[src/design/ccp_pkg.sv]
`timescale 1ns / 1ps
// ----------------------------------------------------------------------------
// ccp_pkg
// Shared tag codes, result codes, the result record and the field-length
// lookup for the constant pool parser.
// ----------------------------------------------------------------------------
package ccp_pkg;

    // Constant pool tag codes
    localparam logic [7:0] TAG_UTF8          = 8'd1;
    localparam logic [7:0] TAG_INTEGER       = 8'd3;
    localparam logic [7:0] TAG_FLOAT         = 8'd4;
    localparam logic [7:0] TAG_LONG          = 8'd5;
    localparam logic [7:0] TAG_DOUBLE        = 8'd6;
    localparam logic [7:0] TAG_CLASS         = 8'd7;
    localparam logic [7:0] TAG_STRING        = 8'd8;
    localparam logic [7:0] TAG_FIELD_REF     = 8'd9;
    localparam logic [7:0] TAG_METHOD_REF    = 8'd10;
    localparam logic [7:0] TAG_IMETHOD_REF   = 8'd11;
    localparam logic [7:0] TAG_NAME_AND_TYPE = 8'd12;
    localparam logic [7:0] TAG_METHOD_HANDLE = 8'd15;
    localparam logic [7:0] TAG_METHOD_TYPE   = 8'd16;
    localparam logic [7:0] TAG_INVOKE_DYN    = 8'd18;
    localparam logic [7:0] TAG_END_OF_DATA   = 8'hFF;

    // Result kinds
    localparam logic [1:0] KIND_ENTRY = 2'd0;
    localparam logic [1:0] KIND_TEXT  = 2'd1;
    localparam logic [1:0] KIND_ERROR = 2'd2;

    // Error codes
    localparam logic [1:0] ERR_NONE        = 2'd0;
    localparam logic [1:0] ERR_END_OF_DATA = 2'd1;
    localparam logic [1:0] ERR_UNKNOWN_TAG = 2'd2;

    // Width of the field byte counter (longest entry has eight bytes)
    localparam int COUNT_W = 4;

    typedef struct packed {
        logic [1:0]  result_kind;
        logic [7:0]  entry_tag;
        logic [31:0] first_value;
        logic [31:0] second_value;
        logic [7:0]  text_byte;
        logic        last_text_byte;
        logic [1:0]  error_code;
    } result_t;

    // Field bytes that follow a tag; zero marks an unknown tag
    function automatic logic [COUNT_W-1:0] field_bytes(input logic [7:0] tag);
        logic [COUNT_W-1:0] n;
        unique case (tag)
            TAG_UTF8:          n = COUNT_W'(2);
            TAG_INTEGER,
            TAG_FLOAT:         n = COUNT_W'(4);
            TAG_LONG,
            TAG_DOUBLE:        n = COUNT_W'(8);
            TAG_CLASS,
            TAG_STRING,
            TAG_METHOD_TYPE:   n = COUNT_W'(2);
            TAG_FIELD_REF,
            TAG_METHOD_REF,
            TAG_IMETHOD_REF,
            TAG_NAME_AND_TYPE,
            TAG_INVOKE_DYN:    n = COUNT_W'(4);
            TAG_METHOD_HANDLE: n = COUNT_W'(3);
            default:           n = '0;
        endcase
        return n;
    endfunction

endpackage

[src/design/ccp_in_if.sv]
`timescale 1ns / 1ps
// ----------------------------------------------------------------------------
// ccp_in_if
// Byte stream channel into the parser: valid, ready and one data byte.
// ----------------------------------------------------------------------------
interface ccp_in_if;
    logic       valid;
    logic       ready;
    logic [7:0] data_byte;

    modport source (output valid, output data_byte, input ready);
    modport sink   (input valid, input data_byte, output ready);
endinterface

[src/design/ccp_out_if.sv]
`timescale 1ns / 1ps
// ----------------------------------------------------------------------------
// ccp_out_if
// Result channel out of the parser: valid, ready and the result fields.
// ----------------------------------------------------------------------------
interface ccp_out_if;
    logic        valid;
    logic        ready;
    logic [1:0]  result_kind;
    logic [7:0]  entry_tag;
    logic [31:0] first_value;
    logic [31:0] second_value;
    logic [7:0]  text_byte;
    logic        last_text_byte;
    logic [1:0]  error_code;

    modport source (output valid, output result_kind, output entry_tag,
                    output first_value, output second_value, output text_byte,
                    output last_text_byte, output error_code, input ready);
    modport sink   (input valid, input result_kind, input entry_tag,
                    input first_value, input second_value, input text_byte,
                    input last_text_byte, input error_code, output ready);
endinterface

[src/design/class_constant_pool_parser.sv]
`timescale 1ns / 1ps
// ----------------------------------------------------------------------------
// class_constant_pool_parser
// Byte-stream parser for a class-file constant pool: one result per
// completed entry, per UTF8 text byte, or per bad tag.
// ----------------------------------------------------------------------------
// The parser takes one constant pool byte per clock cycle while input ready
// is high and produces at most one result per byte, registered in the output
// buffer. A two-entry output buffer lets the input keep running while one
// result waits; input ready drops only when both buffer slots are held.
// After an end-of-data or unknown-tag error, bytes are still accepted but
// are dropped without result until reset.
// ----------------------------------------------------------------------------
module class_constant_pool_parser
    import ccp_pkg::*;
(
    input  logic     clk,
    input  logic     rst_n,
    ccp_in_if.sink   in_ch,
    ccp_out_if.source out_ch
);

    logic    accept;
    logic    buf_full;
    logic    res_valid;
    result_t res;
    result_t out_data;

    // Take a byte whenever the result buffer has room
    assign in_ch.ready = !buf_full;
    assign accept      = in_ch.valid && !buf_full;

    ccp_parser u_parser (
        .clk       (clk),
        .rst_n     (rst_n),
        .accept    (accept),
        .data_byte (in_ch.data_byte),
        .res_valid (res_valid),
        .res       (res)
    );

    ccp_skid_buf u_buf (
        .clk       (clk),
        .rst_n     (rst_n),
        .push      (res_valid),
        .push_data (res),
        .full      (buf_full),
        .out_valid (out_ch.valid),
        .out_ready (out_ch.ready),
        .out_data  (out_data)
    );

    // Drive the result fields
    assign out_ch.result_kind    = out_data.result_kind;
    assign out_ch.entry_tag      = out_data.entry_tag;
    assign out_ch.first_value    = out_data.first_value;
    assign out_ch.second_value   = out_data.second_value;
    assign out_ch.text_byte      = out_data.text_byte;
    assign out_ch.last_text_byte = out_data.last_text_byte;
    assign out_ch.error_code     = out_data.error_code;

endmodule

[src/design/ccp_parser.sv]
`timescale 1ns / 1ps
// ----------------------------------------------------------------------------
// ccp_parser
// Parse state and per-byte decode: updates the entry state on each accepted
// byte and forms the result that the byte completes, if any.
// ----------------------------------------------------------------------------
module ccp_parser
    import ccp_pkg::*;
(
    input  logic       clk,
    input  logic       rst_n,
    input  logic       accept,
    input  logic [7:0] data_byte,
    output logic       res_valid,
    output result_t    res
);

    typedef enum logic [1:0] {
        PH_TAG,
        PH_FIELDS,
        PH_ULEN,
        PH_TEXT
    } phase_t;

    phase_t             phase_reg, phase_next;
    logic [7:0]         tag_reg, tag_next;
    logic [COUNT_W-1:0] bytes_left_reg, bytes_left_next;
    logic [63:0]        shift_reg, shift_next;
    logic [15:0]        text_left_reg, text_left_next;
    logic               halted_reg, halted_next;
    logic [COUNT_W-1:0] tag_bytes;

    assign tag_bytes = field_bytes(data_byte);

    // Decode one accepted byte
    always_comb
    begin
        phase_next      = phase_reg;
        tag_next        = tag_reg;
        bytes_left_next = bytes_left_reg;
        shift_next      = shift_reg;
        text_left_next  = text_left_reg;
        halted_next     = halted_reg;
        res_valid       = 1'b0;
        res             = '0;

        if (accept && !halted_reg)
        begin
            unique case (phase_reg)
                PH_TAG:
                begin
                    tag_next   = data_byte;
                    shift_next = '0;
                    if (tag_bytes == '0)
                    begin
                        // Unknown or end tag: report and stop
                        halted_next     = 1'b1;
                        res_valid       = 1'b1;
                        res.result_kind = KIND_ERROR;
                        res.entry_tag   = data_byte;
                        res.error_code  = (data_byte == TAG_END_OF_DATA) ?
                                          ERR_END_OF_DATA : ERR_UNKNOWN_TAG;
                    end
                    else
                    begin
                        bytes_left_next = tag_bytes;
                        phase_next = (data_byte == TAG_UTF8) ? PH_ULEN : PH_FIELDS;
                    end
                end
                PH_FIELDS:
                begin
                    shift_next      = {shift_reg[55:0], data_byte};
                    bytes_left_next = bytes_left_reg - COUNT_W'(1);
                    if (bytes_left_next == '0)
                    begin
                        phase_next      = PH_TAG;
                        res_valid       = 1'b1;
                        res.result_kind = KIND_ENTRY;
                        res.entry_tag   = tag_reg;
                        unique case (tag_reg)
                            TAG_LONG,
                            TAG_DOUBLE:
                            begin
                                res.first_value  = shift_next[63:32];
                                res.second_value = shift_next[31:0];
                            end
                            TAG_FIELD_REF,
                            TAG_METHOD_REF,
                            TAG_IMETHOD_REF,
                            TAG_NAME_AND_TYPE,
                            TAG_INVOKE_DYN:
                            begin
                                res.first_value  = {16'h0, shift_next[31:16]};
                                res.second_value = {16'h0, shift_next[15:0]};
                            end
                            TAG_METHOD_HANDLE:
                            begin
                                res.first_value  = {24'h0, shift_next[23:16]};
                                res.second_value = {16'h0, shift_next[15:0]};
                            end
                            TAG_CLASS,
                            TAG_STRING,
                            TAG_METHOD_TYPE:
                            begin
                                res.first_value = {16'h0, shift_next[15:0]};
                            end
                            default:
                            begin
                                // integer and float
                                res.first_value = shift_next[31:0];
                            end
                        endcase
                    end
                end
                PH_ULEN:
                begin
                    shift_next      = {48'h0, shift_reg[7:0], data_byte};
                    bytes_left_next = bytes_left_reg - COUNT_W'(1);
                    if (bytes_left_next == '0)
                    begin
                        text_left_next  = shift_next[15:0];
                        phase_next      = (shift_next[15:0] != 16'h0) ? PH_TEXT : PH_TAG;
                        res_valid       = 1'b1;
                        res.result_kind = KIND_ENTRY;
                        res.entry_tag   = tag_reg;
                        res.first_value = {16'h0, shift_next[15:0]};
                    end
                end
                PH_TEXT:
                begin
                    text_left_next = text_left_reg - 16'd1;
                    if (text_left_next == 16'h0)
                    begin
                        phase_next = PH_TAG;
                    end
                    res_valid          = 1'b1;
                    res.result_kind    = KIND_TEXT;
                    res.entry_tag      = tag_reg;
                    res.text_byte      = data_byte;
                    res.last_text_byte = (text_left_next == 16'h0);
                end
                default:
                begin
                    phase_next = PH_TAG;
                end
            endcase
        end
    end

    // Hold parse state
    always_ff @(posedge clk or negedge rst_n)
    begin
        if (!rst_n)
        begin
            phase_reg      <= PH_TAG;
            tag_reg        <= '0;
            bytes_left_reg <= '0;
            shift_reg      <= '0;
            text_left_reg  <= '0;
            halted_reg     <= 1'b0;
        end
        else
        begin
            phase_reg      <= phase_next;
            tag_reg        <= tag_next;
            bytes_left_reg <= bytes_left_next;
            shift_reg      <= shift_next;
            text_left_reg  <= text_left_next;
            halted_reg     <= halted_next;
        end
    end

    // Once halted, no byte produces a result
    a_halted_silent: assert property (@(posedge clk) disable iff (!rst_n)
        halted_reg |-> !res_valid)
        else $error("result produced while halted");

    // An error result always halts the parser
    a_error_halts: assert property (@(posedge clk) disable iff (!rst_n)
        (res_valid && res.result_kind == KIND_ERROR) |=> halted_reg)
        else $error("error result did not halt the parser");

    // The last text byte returns the parser to the tag phase
    a_last_text_to_tag: assert property (@(posedge clk) disable iff (!rst_n)
        (res_valid && res.result_kind == KIND_TEXT && res.last_text_byte)
        |=> (phase_reg == PH_TAG))
        else $error("last text byte did not end the entry");

endmodule

[src/design/ccp_skid_buf.sv]
`timescale 1ns / 1ps
// ----------------------------------------------------------------------------
// ccp_skid_buf
// Two-entry result buffer: an output register backed by a skid register, so
// the input side never waits on the output ready combinationally.
// ----------------------------------------------------------------------------
module ccp_skid_buf
    import ccp_pkg::*;
(
    input  logic    clk,
    input  logic    rst_n,
    input  logic    push,
    input  result_t push_data,
    output logic    full,
    output logic    out_valid,
    input  logic    out_ready,
    output result_t out_data
);

    logic    out_valid_reg, out_valid_next;
    logic    skid_valid_reg, skid_valid_next;
    result_t out_data_reg, out_data_next;
    result_t skid_data_reg, skid_data_next;

    assign full      = skid_valid_reg;
    assign out_valid = out_valid_reg;
    assign out_data  = out_data_reg;

    // Advance the skid entry into the output slot when it frees
    always_comb
    begin
        out_valid_next  = out_valid_reg;
        skid_valid_next = skid_valid_reg;
        out_data_next   = out_data_reg;
        skid_data_next  = skid_data_reg;

        if (!out_valid_reg || out_ready)
        begin
            if (skid_valid_reg)
            begin
                out_valid_next  = 1'b1;
                out_data_next   = skid_data_reg;
                skid_valid_next = 1'b0;
            end
            else
            begin
                out_valid_next = push;
                out_data_next  = push_data;
            end
        end
        else if (push)
        begin
            skid_valid_next = 1'b1;
            skid_data_next  = push_data;
        end
    end

    // Hold occupancy
    always_ff @(posedge clk or negedge rst_n)
    begin
        if (!rst_n)
        begin
            out_valid_reg  <= 1'b0;
            skid_valid_reg <= 1'b0;
        end
        else
        begin
            out_valid_reg  <= out_valid_next;
            skid_valid_reg <= skid_valid_next;
        end
    end

    // Hold payload
    always_ff @(posedge clk)
    begin
        out_data_reg  <= out_data_next;
        skid_data_reg <= skid_data_next;
    end

    // The skid entry is only used behind a waiting output request
    a_skid_behind_out: assert property (@(posedge clk) disable iff (!rst_n)
        skid_valid_reg |-> out_valid_reg)
        else $error("skid entry held with empty output slot");

    // A push into a full buffer would lose a request
    a_no_push_full: assert property (@(posedge clk) disable iff (!rst_n)
        push |-> !skid_valid_reg)
        else $error("push while buffer full");

    // The skid entry moves out as soon as the output request is taken
    a_skid_drains: assert property (@(posedge clk) disable iff (!rst_n)
        (skid_valid_reg && out_ready) |=> (out_valid_reg && !skid_valid_reg))
        else $error("skid entry did not advance");

endmodule
[src/flat_wrapper.sv]
// flat-port wrapper written by rule: the top's interface ports become plain ports
module class_constant_pool_parser_flat import ccp_pkg::*;
  (clk, rst_n, in_ch_valid, in_ch_data_byte, in_ch_ready, out_ch_valid, out_ch_result_kind, out_ch_entry_tag, out_ch_first_value, out_ch_second_value, out_ch_text_byte, out_ch_last_text_byte, out_ch_error_code, out_ch_ready);
  ccp_in_if in_ch_i ();
  ccp_out_if out_ch_i ();
  input  logic clk;
  input  logic rst_n;
  input wire logic [$bits(in_ch_i.valid)-1:0] in_ch_valid;
  input wire logic [$bits(in_ch_i.data_byte)-1:0] in_ch_data_byte;
  output wire logic [$bits(in_ch_i.ready)-1:0] in_ch_ready;
  output wire logic [$bits(out_ch_i.valid)-1:0] out_ch_valid;
  output wire logic [$bits(out_ch_i.result_kind)-1:0] out_ch_result_kind;
  output wire logic [$bits(out_ch_i.entry_tag)-1:0] out_ch_entry_tag;
  output wire logic [$bits(out_ch_i.first_value)-1:0] out_ch_first_value;
  output wire logic [$bits(out_ch_i.second_value)-1:0] out_ch_second_value;
  output wire logic [$bits(out_ch_i.text_byte)-1:0] out_ch_text_byte;
  output wire logic [$bits(out_ch_i.last_text_byte)-1:0] out_ch_last_text_byte;
  output wire logic [$bits(out_ch_i.error_code)-1:0] out_ch_error_code;
  input wire logic [$bits(out_ch_i.ready)-1:0] out_ch_ready;
  assign in_ch_i.valid = in_ch_valid;
  assign in_ch_i.data_byte = in_ch_data_byte;
  assign in_ch_ready = in_ch_i.ready;
  assign out_ch_valid = out_ch_i.valid;
  assign out_ch_result_kind = out_ch_i.result_kind;
  assign out_ch_entry_tag = out_ch_i.entry_tag;
  assign out_ch_first_value = out_ch_i.first_value;
  assign out_ch_second_value = out_ch_i.second_value;
  assign out_ch_text_byte = out_ch_i.text_byte;
  assign out_ch_last_text_byte = out_ch_i.last_text_byte;
  assign out_ch_error_code = out_ch_i.error_code;
  assign out_ch_i.ready = out_ch_ready;
  class_constant_pool_parser u_core (.clk(clk), .rst_n(rst_n), .in_ch(in_ch_i), .out_ch(out_ch_i));
endmodule
[config.mk]
export PLATFORM = sky130hd
export DESIGN_NAME = class_constant_pool_parser_flat
export DESIGN_NICKNAME = d
export VERILOG_FILES = /design/src/design/ccp_pkg.sv /design/src/design/ccp_in_if.sv /design/src/design/ccp_out_if.sv /design/src/design/class_constant_pool_parser.sv /design/src/design/ccp_parser.sv /design/src/design/ccp_skid_buf.sv /design/src/flat_wrapper.sv
export SDC_FILE = /design/constraint.sdc
export NUM_CORES = 1
export LEC_CHECK = 0
export ABC_AREA = 0
export BUFFER_PORTS_ARGS = -buffer_cell sky130_fd_sc_hd__buf_2
export CAP_MARGIN = 10
export CORE_ASPECT_RATIO = 0.9
export CORE_MARGIN = 1.5
export CORE_UTILIZATION = 60
export CTS_BUF_LIST = sky130_fd_sc_hd__clkbuf_2
export CTS_CLUSTER_SIZE = 28
export DETAILED_ROUTE_END_ITERATION = 7
export GPL_ROUTABILITY_DRIVEN = 0
export PLACE_DENSITY = 0.89
export SLEW_MARGIN = 20
export SYNTH_ARGS = -nofsm -noshare
export SYNTH_HDL_FRONTEND = slang
export SYNTH_SLANG_ARGS = --single-unit
[constraint.sdc]
create_clock -name clk -period 5.1 [get_ports clk]
set_clock_uncertainty 0.1 [all_clocks]
set_input_delay 0 -clock clk [delete_from_list [all_inputs] [get_ports clk]]
set_output_delay 0 -clock clk [all_outputs]
set_load 0.01 [all_outputs]
* Yosys cells after proc, flatten, opt, wreduce, memory -nomap -nowiden
Memory sizes are Yosys's and may differ from the RTL's.
Cells that the tools add are included.
** Operators by class
- Add/sub/neg operators :: 2
- Equality and inequality tests :: 20
- Mux-type cells :: 34
- Bitwise logic cells :: 1
- Reductions and logical operators :: 28
** Operator list (count)
- $mux 85 :: 2
- $pmux 56 s3 :: 1
- $pmux 32 s2 :: 2
- $pmux 32 s4 :: 1
- $mux 72 :: 1
- $eq 8x4->1 const B :: 6
- $mux 40 :: 1
- $pmux 10 s4 :: 1
- $mux 32 :: 1
- $pmux 16 s2 :: 1
- $eq 8x3->1 const B :: 3
- $mux 2 :: 9
- $eq 8x5->1 const B :: 2
- $logic_not 16->1 :: 1
- $mux 16 :: 1
- $reduce_bool 16->1 :: 1
- $sub 16x1->16 const B :: 1
- $mux 10 :: 1
- $mux 9 :: 1
- $reduce_and 3->1 :: 3
- $eq 8x1->1 const B :: 1
- $eq 8x8->1 const B :: 1
- $logic_not 4->1 :: 2
- $mux 4 :: 2
- other kinds (22) :: 39
** Word-level totals
- Flip-flop bits (word level) :: 259
- ROM bits :: 128
- Input bits :: 12
- Output and inout port bits :: 87
- Logic and storage cells :: 108
- Memories :: 1
** Memory list
- (no name shown) :: words 32, width 4, rd ports 1, clocked after Yosys merged registers in 0, wr ports 0, line ccp_pkg.sv:52 : unique case (tag)

* Longest topological paths before layout
Gate-level depths: netlist (run 1).
- Word-level depth :: 8
- Depth in mapped cells :: 10
- Gate-level depth less buffers :: 8

* Modules after synthesis
From an unflattened synthesis (run 1), not the netlist that was laid out.
** Unflattened totals
- Cells, all modules :: 955
- Area total of the unflattened synthesis :: 12017.8 µm²
** By module, submodules not included
- ccp_skid_buf :: instances 1, cells each 273, area each 6404.9 µm², sequential area each 5154.9 µm²
- ccp_parser :: instances 1, cells each 680, area each 5602.9 µm², sequential area each 2177.1 µm²
- class_constant_pool_parser :: instances 1, cells each 2, area each 10.0 µm², sequential area each 0.0 µm²

* Worst setup path after synthesis (run 1)
OpenSTA, ideal clock, no wires.
- Path kind :: register -> register
- Start :: register u_core.u_parser.bytes_left_reg[0]
- End :: register u_core.u_buf.skid_data_reg[0] (netlist name) (enable)
- Data arrival time :: 3.403 ns
- Data required time :: 4.547 ns
- Slack :: 1.145 ns
- Cell stages (with the launch flop) :: 9
- Period minus slack after synthesis :: 3.955 ns
- Cells stage by stage :: dfrtp_1 inv_1 ha_1 nand2_1 nor2_1 o21a_1 a211o_1 o211a_1 and2_1
** On the way
- Longest elaborated chain between the ends :: 6
** RTL lines
- from (decl) :: line ccp_parser.sv:27 : logic [COUNT_W-1:0] bytes_left_reg, bytes_left_next;
- from (signal assigned) :: line ccp_parser.sv:166 : bytes_left_reg <= bytes_left_next;
- $sub 4x1->4 :: line ccp_parser.sv:73, ccp_parser.sv:118
- $logic_not 4->1 :: line ccp_parser.sv:74, ccp_parser.sv:119
- $mux 1 :: line ccp_parser.sv:74, ccp_parser.sv:119
- $pmux 1 s3 :: line ccp_parser.sv:49 : unique case (phase_reg)
- $mux 1 :: line ccp_parser.sv:47 : if (accept && !halted_reg)
- $reduce_and 2->1 (no line)
- to (signal assigned) :: line ccp_skid_buf.sv:77 : skid_data_reg <= skid_data_next;
- to (decl) :: line ccp_skid_buf.sv:23 : result_t skid_data_reg, skid_data_next;
Every way passes these cells.
A chain may end at the register's enable or synchronous reset.

* Worst setup path after layout (run 1)
- Start :: register u_core.u_buf.skid_valid_reg, in the netlist u_core.u_buf.full
- End :: register u_core.u_buf.out_data_reg (netlist bit u_core.u_buf.out_data[49]), data pin
** On the way
- Longest elaborated chain between the ends :: 5
** RTL lines
- from (decl) :: line ccp_skid_buf.sv:21 : logic skid_valid_reg, skid_valid_next;
- from (signal assigned) :: line ccp_skid_buf.sv:69 : skid_valid_reg <= skid_valid_next;
- $logic_not 1->1 :: line class_constant_pool_parser.sv:31 : assign accept = in_ch.valid && !buf_full;
- $logic_and 1x1->1 :: line class_constant_pool_parser.sv:31
- $logic_and 1x1->1 :: line ccp_parser.sv:47
- $mux 85 :: line ccp_parser.sv:47
- $mux 85 (*) :: line ccp_skid_buf.sv:39 : if (skid_valid_reg)
- to (signal assigned) :: line ccp_skid_buf.sv:76 : out_data_reg <= out_data_next;
- to (decl) :: line ccp_skid_buf.sv:22 : result_t out_data_reg, out_data_next;
Every way passes the cells marked *; elsewhere a longest branch is shown, timed or not.

==> results of run 1 <==
final timing paths:
path | startpoint | to | slack (ns) | cells past startpoint
max reg2reg | u_core.u_buf.full | u_core.u_buf.out_data[49] | 1.81 | 6
min reg2reg | u_core.u_parser.shift_reg[51] | u_core.u_parser.shift_reg[51] | 0.39 | 2
max | u_core.u_buf.full | u_core.u_buf.out_data[49] | 1.81 | 6
min | in_ch_data_byte[1] | u_core.u_buf.skid_data_reg[44] | 0.06 | 3
min in group asynchronous | rst_n | u_core.u_parser.shift_reg[19] | 0.07 | 4
max in group asynchronous | rst_n | u_core.u_parser.text_left_reg[7] | 4.00 | 4
cells by family (layout without fill, tap and decap cells):
| family | count (synthesis) | count (layout) | synth area share (%) |
|---|---|---|---|
| other cells | 0 | 1 | 0 |
| buf+inv | 98 | 259 | 3.68 |
| mux | 14 | 14 | 1.29 |
| flops | 259 | 259 | 61.9 |
| simple gates | 388 | 388 | 15.8 |
| fa+ha+maj | 15 | 15 | 1.58 |
| xor+xnor | 8 | 8 | 0.592 |
| compound gates | 234 | 234 | 15.1 |
cells in the final DEF (no fill, tap or decap), types with 15 or more instances in the layout:
master / n
clkbuf_2: 100
a22o_1: 36
buf_2: 97
and2_1: 41
a22oi_1: 33
dfrtp_1: 88
inv_1: 15
a21o_1: 31
dlygate4sd3_1: 20
edfxtp_1: 170
nand2_1: 151
nor3_1: 24
o21ai_0: 31
nand3_1: 63
ha_1: 15
a21oi_1: 25
nor2_1: 49
a221o_1: 24
routing by layer:
layer | track usage [%] | part of all wire [%] | vias up | wire length (um)
met5 | 0 | 0 | - | 0
met4 | 12.2 | 3.4 | 0 | 959
met3 | 5.94 | 11 | 94 | 3220
met2 | 42.9 | 46 | 613 | 13300
met1 | 38.7 | 39 | 4377 | 11100
li1 | - | - | 4004 | -
cell type report:
| cell class | instances | share of cell area, % |
|---|---|---|
| antenna | 1 | 0.0190 |
| clock buffer | 100 | 3.79 |
| clock inverter | 14 | 0.853 |
| inverter | 16 | 0.464 |
| multi-input combinational | 659 | 31.0 |
| sequential | 259 | 55.6 |
| tap | 250 | 2.37 |
| timing repair buffer | 129 | 5.97 |
tightest hold or removal path, cell delays in order:
cell,delay (ns)
dlygate4sd3_1,0.52
buf_2,0.24
a21o_1,0.14
metrics by stage:
| step | hold WS, ns | setup slack [ns] | instance area, um2 |
|---|---|---|---|
| detailed placement | -0.150 | 1.93 | 12400 |
| floorplan | -0.396 | 1.14 | 11800 |
| finish | 0.0599 | 1.81 | 13200 |
| global route | 0.0380 | 1.66 | 13200 |
| CTS | 0.00357 | 1.92 | 13200 |
| global placement | -0.149 | 2.05 | 12400 |
report_power, final:
| group | internal, mW | switching (mW) |
|---|---|---|
| combinational | 0.489 | 0.863 |
| sequential | 2.55 | 0.397 |
| clock | 0.617 | 0.816 |
what timing repair did:
| item | CTS | global route |
|---|---|---|
| hold endpoints to repair | 258 | 0 |
| gates resized for setup | 0 | 0 |
| hold buffers | 21 | 0 |
==> run metrics, run 1 <==
status=completed; Slowest-stage cell, CP=and2_1; kind of critical path=flip-flop to flip-flop; vias post-DR=9088; synth cell count leaders=edfxtp_1 (170), nand2_1 (151), dfrtp_1 (89); crit path DAT=3.90 ns; cell count after synthesis=1016; initial antenna violation count=1; peak supply drop=0.000218 V; Post-CTS Setup Inserts=0; total global-route track usage=28.0%; clock sink total=259; drt pass-1 iters=6; Multi-input gate area=4090 um2; Nets=1152; vias in the first global route=8406; P_leak=5.92 nW; Min-Delay Path Class=input port to flip-flop; HPWL Detailed=17.6 mm; minimum clock period=3.29 ns; H-tree lvl count=2; Antenna Nets Post-Route=0; starting density of the core=61.4%; Routed wire per std cell=20.0 um; Slew @ Worst Pin=1.07 ns; Finished Core Util=68.5%; unrepaired setup endpoints after global routing=false; CTS Buf Count=60; DRC=0; fillcell total=1291; largest net degree at the start of global routing=89; Max transition margin=28.5%; core area=19300 um2; share of cells above drive strength 1=20.8%; total wire length=28.6 mm; sequential cell area=7330 um2; Final Non-Filler Cells=1428; Synth Cell Area=11800 um2; GRT overflow=0; Crit path max-delay family=simple AND/OR/NAND/NOR gates; count leader, synth=edfxtp_1; first-pass GRT wire length=44.6 mm; FMAX=0.304 GHz; top cells by area, synth=edfxtp_1 (43%), dfrtp_1 (19%), nand2_1 (4.8%), nand3_1 (2.7%), a22o_1 (2.7%); Die Width=151 um; CTS Root Cell=clkbuf_2; DIE AREA=20600 um2; CP bufs+invs=0; IO Pins=99; Final setup viols=0; prevailing post-synth register cell=edfxtp_1; Pwr Density=434 nW/um2; die height=136 um; #FFs+latches synth=259; syn avg cell area=11.7 um2; worst skew pair latency=0.87 ns; Worst setup SP type=flip-flop; post-synthesis cell type count=71; number of flops mapped to enable cells by yosys=170; # port buffers=98; Largest stage delay, worst path=0.71 ns; MaxCap Viol Count=0; worst path cell trace=nor2_1 > and2_1 > o2111ai_4 > nand2b_1 > nor2_1 > a221o_1; register area share after synthesis=61.9%; Crit Path Max Fanout=37; synth-to-layout area growth=11.5%; most frequent CP cell=nor2_1; 1st-iter DRT viols=1251; Pwr Total=5.73 mW; Placed Instances=1292; crit end category=flip-flop; post-synthesis async set-or-reset flop share=34.4%; Max Slew Vio Count=0; CTS tree=done; clock-pin slew on the worst setup and hold paths=0.12 ns; final period utilization=64.6%; YS warnings=0; CTS max path bufs=3; Via density=6.36; Setup Total Neg Slack=0 ns; Syn Nets=1043; CP required=5.71 ns; Row Count=48; Final Hold Fails=0; Synth area leader=edfxtp_1; top cell type's share of synthesized area=43.1%
Power figures use the tool's default switching activity.
==> inputs of run 2 (changes only) <==
--- a/config.mk
+++ b/config.mk
@@ -10,12 +10,12 @@
 export CAP_MARGIN = 10
 export CORE_ASPECT_RATIO = 0.9
 export CORE_MARGIN = 1.5
-export CORE_UTILIZATION = 60
+export CORE_UTILIZATION = 56
 export CTS_BUF_LIST = sky130_fd_sc_hd__clkbuf_2
 export CTS_CLUSTER_SIZE = 28
 export DETAILED_ROUTE_END_ITERATION = 7
 export GPL_ROUTABILITY_DRIVEN = 0
-export PLACE_DENSITY = 0.89
+export PLACE_DENSITY = 0.87
 export SLEW_MARGIN = 20
 export SYNTH_ARGS = -nofsm -noshare
 export SYNTH_HDL_FRONTEND = slang
==> constraint.sdc (replaced) <==
create_clock -name clk -period 2.78 [get_ports clk]
set_clock_uncertainty 0.1 [all_clocks]
set_input_delay 0 -clock clk [delete_from_list [all_inputs] [get_ports clk]]
set_output_delay 0 -clock clk [all_outputs]
set_load 0.01 [all_outputs]
==> run 2 against run 1 <==
Sequential share of layout area shrank 1.2 points. Core utilization shrank 3.5 points. Non-clock buffer count grew 32. Via count shrank 0.20%. Sequential cell count is the same. Die area grew 7.0%. Largest power group unchanged. Global-route usage shrank 2.3 points. First-iteration DRC count shrank 7.5%. Final cell count grew 4.7%. Critical path depth grew 6. Hold slack lost 0.034 ns. Setup slack lost 1.8 ns.
==> run metrics, run 2 (synthesis gave the netlist of run 1 again) <==
commonest non-fill, non-tap cell in the layout=edfxtp_1 (unchanged); Row Count=50 (was 48); final period utilization=98.9%; Routed wire per std cell=19.1 um (was 20.0 um); Worst setup SP type=input port (was flip-flop); CP bufs+invs=5 (was 0); Pwr Density=768 nW/um2 (was 434 nW/um2); drt pass-1 iters=6 (unchanged); Largest stage delay, worst path=0.57 ns (was 0.71 ns); worst skew pair latency=0.86 ns (was 0.87 ns); CP required=3.21 ns (was 5.71 ns); Max Slew Vio Count=0 (unchanged); reg2reg path depth=7 (was 6); Pwr Total=10.4 mW (was 5.73 mW); P_leak=6.05 nW (was 5.92 nW); share of cells above drive strength 1=22.0% (was 20.8%); 1st-iter DRT viols=1157 (was 1251); unrepaired setup endpoints after global routing=false (unchanged); final worst slack=0.0307 ns (was 1.81 ns); Final Hold Fails=0 (unchanged); starting density of the core=57.0% (was 61.4%); Finished Core Util=65.0% (was 68.5%); H-tree lvl count=2 (unchanged); most frequent cells in the layout=edfxtp_1 (170), nand2_1 (151), buf_2 (97) (was edfxtp_1 (170), nand2_1 (151), clkbuf_2 (100)); fillcell total=1486 (was 1291); peak supply drop=0.000449 V (was 0.000218 V); GRT overflow=0 (unchanged); worst path cell trace=dlygate4sd3_1 > buf_2 > dlygate4sd3_1 > buf_4 > ha_1 > mux2_2 > mux2i_1 > o22ai_2 > o21ai_4 > o211a_1 > and2_4 > buf_16 (was nor2_1 > and2_1 > o2111ai_4 > nand2b_1 > nor2_1 > a221o_1); Slew @ Worst Pin=0.942 ns (was 1.07 ns); pre-CTS worst setup slack=0.161 ns (was 1.93 ns); # port buffers=98 (unchanged); die height=141 um (was 136 um); largest net degree at the start of global routing=89 (unchanged); core area=20800 um2 (was 19300 um2); CTS tree=done (unchanged); first-pass GRT wire length=44.4 mm (was 44.6 mm); clock sink total=259 (unchanged); Die Width=156 um (was 151 um); crit end category=flip-flop (unchanged); DRC=0 (unchanged); Crit path max-delay family=buffers and inverters (was simple AND/OR/NAND/NOR gates); total global-route track usage=25.7% (was 28.0%); Setup Total Neg Slack=0 ns (unchanged); status=completed (unchanged); CTS Buf Count=61 (was 60); vias in the first global route=8584 (was 8406); vias post-DR=9070 (was 9088); CTS max path bufs=3 (unchanged); IO Pins=99 (unchanged); Nets=1185 (was 1152); kind of critical path=input port to flip-flop (was flip-flop to flip-flop); Final setup viols=0 (unchanged); MaxCap Viol Count=0 (unchanged); path length in cells of the critical path=12 (was 6); CTS Root Cell=clkbuf_2 (unchanged); most frequent CP cell=dlygate4sd3_1 (was nor2_1); total wire length=28.6 mm (about the same); initial antenna violation count=2 (was 1); Crit Path Max Fanout=26 (was 37); DIE AREA=22000 um2 (was 20600 um2); HPWL Detailed=17.9 mm (was 17.6 mm); Via density=6.07 (was 6.36); Min-Delay Path Class=input port to flip-flop (unchanged); Antenna Nets Post-Route=0 (unchanged); FMAX=0.364 GHz; minimum clock period=2.75 ns; Slowest-stage cell, CP=dlygate4sd3_1 (was and2_1); Worst Hold Path Cells=4 (was 3); clock-pin slew on the worst setup and hold paths=0.10 ns (was 0.12 ns); synth-to-layout area growth=14.0% (was 11.5%); Max transition margin=37.0% (was 28.5%); crit path DAT=3.18 ns (was 3.90 ns)
-- run 2: timing repair --
action,CTS,global route
resized for setup,0,7
hold endpoints to repair,316,0
setup endpoints to repair,0,86
buffers inserted,0,2
hold buffers,21,0
-- run 2: metal layers --
metal / track usage [%] / routed length (um) / up-vias
met5: 0 / 0 / -
li1: - / - / 4071
met1: 34.8 / 11200 / 4365
met3: 5.04 / 2760 / 119
met2: 40.5 / 13400 / 515
met4: 11.8 / 1260 / 0
-- run 2: area by class of cell --
cell class	count	area, um2	area share, %
clock inverter	24	95.1	0.705
clock buffer	88	440	3.26
tap	286	358	2.65
multi-input combinational	659	4110	30.4
antenna	2	5.00	0.0371
sequential	259	7330	54.3
timing repair buffer	161	1090	8.10
inverter	16	61.3	0.454
-- run 2: power by group --
part	switching, mW	internal [mW]	leakage, nW	total [mW]
sequential	0.637	4.67	2.95	5.31
combinational	1.69	1.03	2.70	2.72
clock	1.48	0.857	0.409	2.34
total	3.81	6.56	6.05	10.4
-- run 2: worst reg2reg max path: stages (launching register included) --
cell           delay [ns]
dfrtp_1              0.42
or3_1                0.38
and3_4               0.20
o21a_1               0.24
a211o_1              0.32
o211a_1              0.17
o21a_1               0.18
dlygate4sd3_1        0.54
-- run 2: path summary, 6_finish.rpt --
path	start	end	slack (ns)
min in group asynchronous	rst_n	u_core.u_parser.shift_reg[16]	0.13
hold / removal	in_ch_data_byte[6]	u_core.u_parser.shift_reg[6]	0.03
max in group asynchronous	rst_n	u_core.u_parser.text_left_reg[12]	2.14
hold reg to reg	u_core.u_parser.shift_reg[54]	u_core.u_parser.shift_reg[54]	0.39
setup / recovery	in_ch_data_byte[0]	u_core.u_buf.skid_data_reg[63]	0.03
setup reg to reg	u_core.u_parser.bytes_left_reg[1]	u_core.u_buf.full	0.13
-- run 2: per-stage QoR --
stage / cell area, um2 / hold slack, ns / cells
after CTS: 13400 / 0.00201 / 1490
after global routing: 13500 / 0.0149 / 1494
after floorplan: 11800 / -0.396 / 1016
after detailed placement: 12600 / -0.0199 / 1357
after global placement: 12600 / -0.0219 / 1357
final: 13500 / 0.0254 / 1495
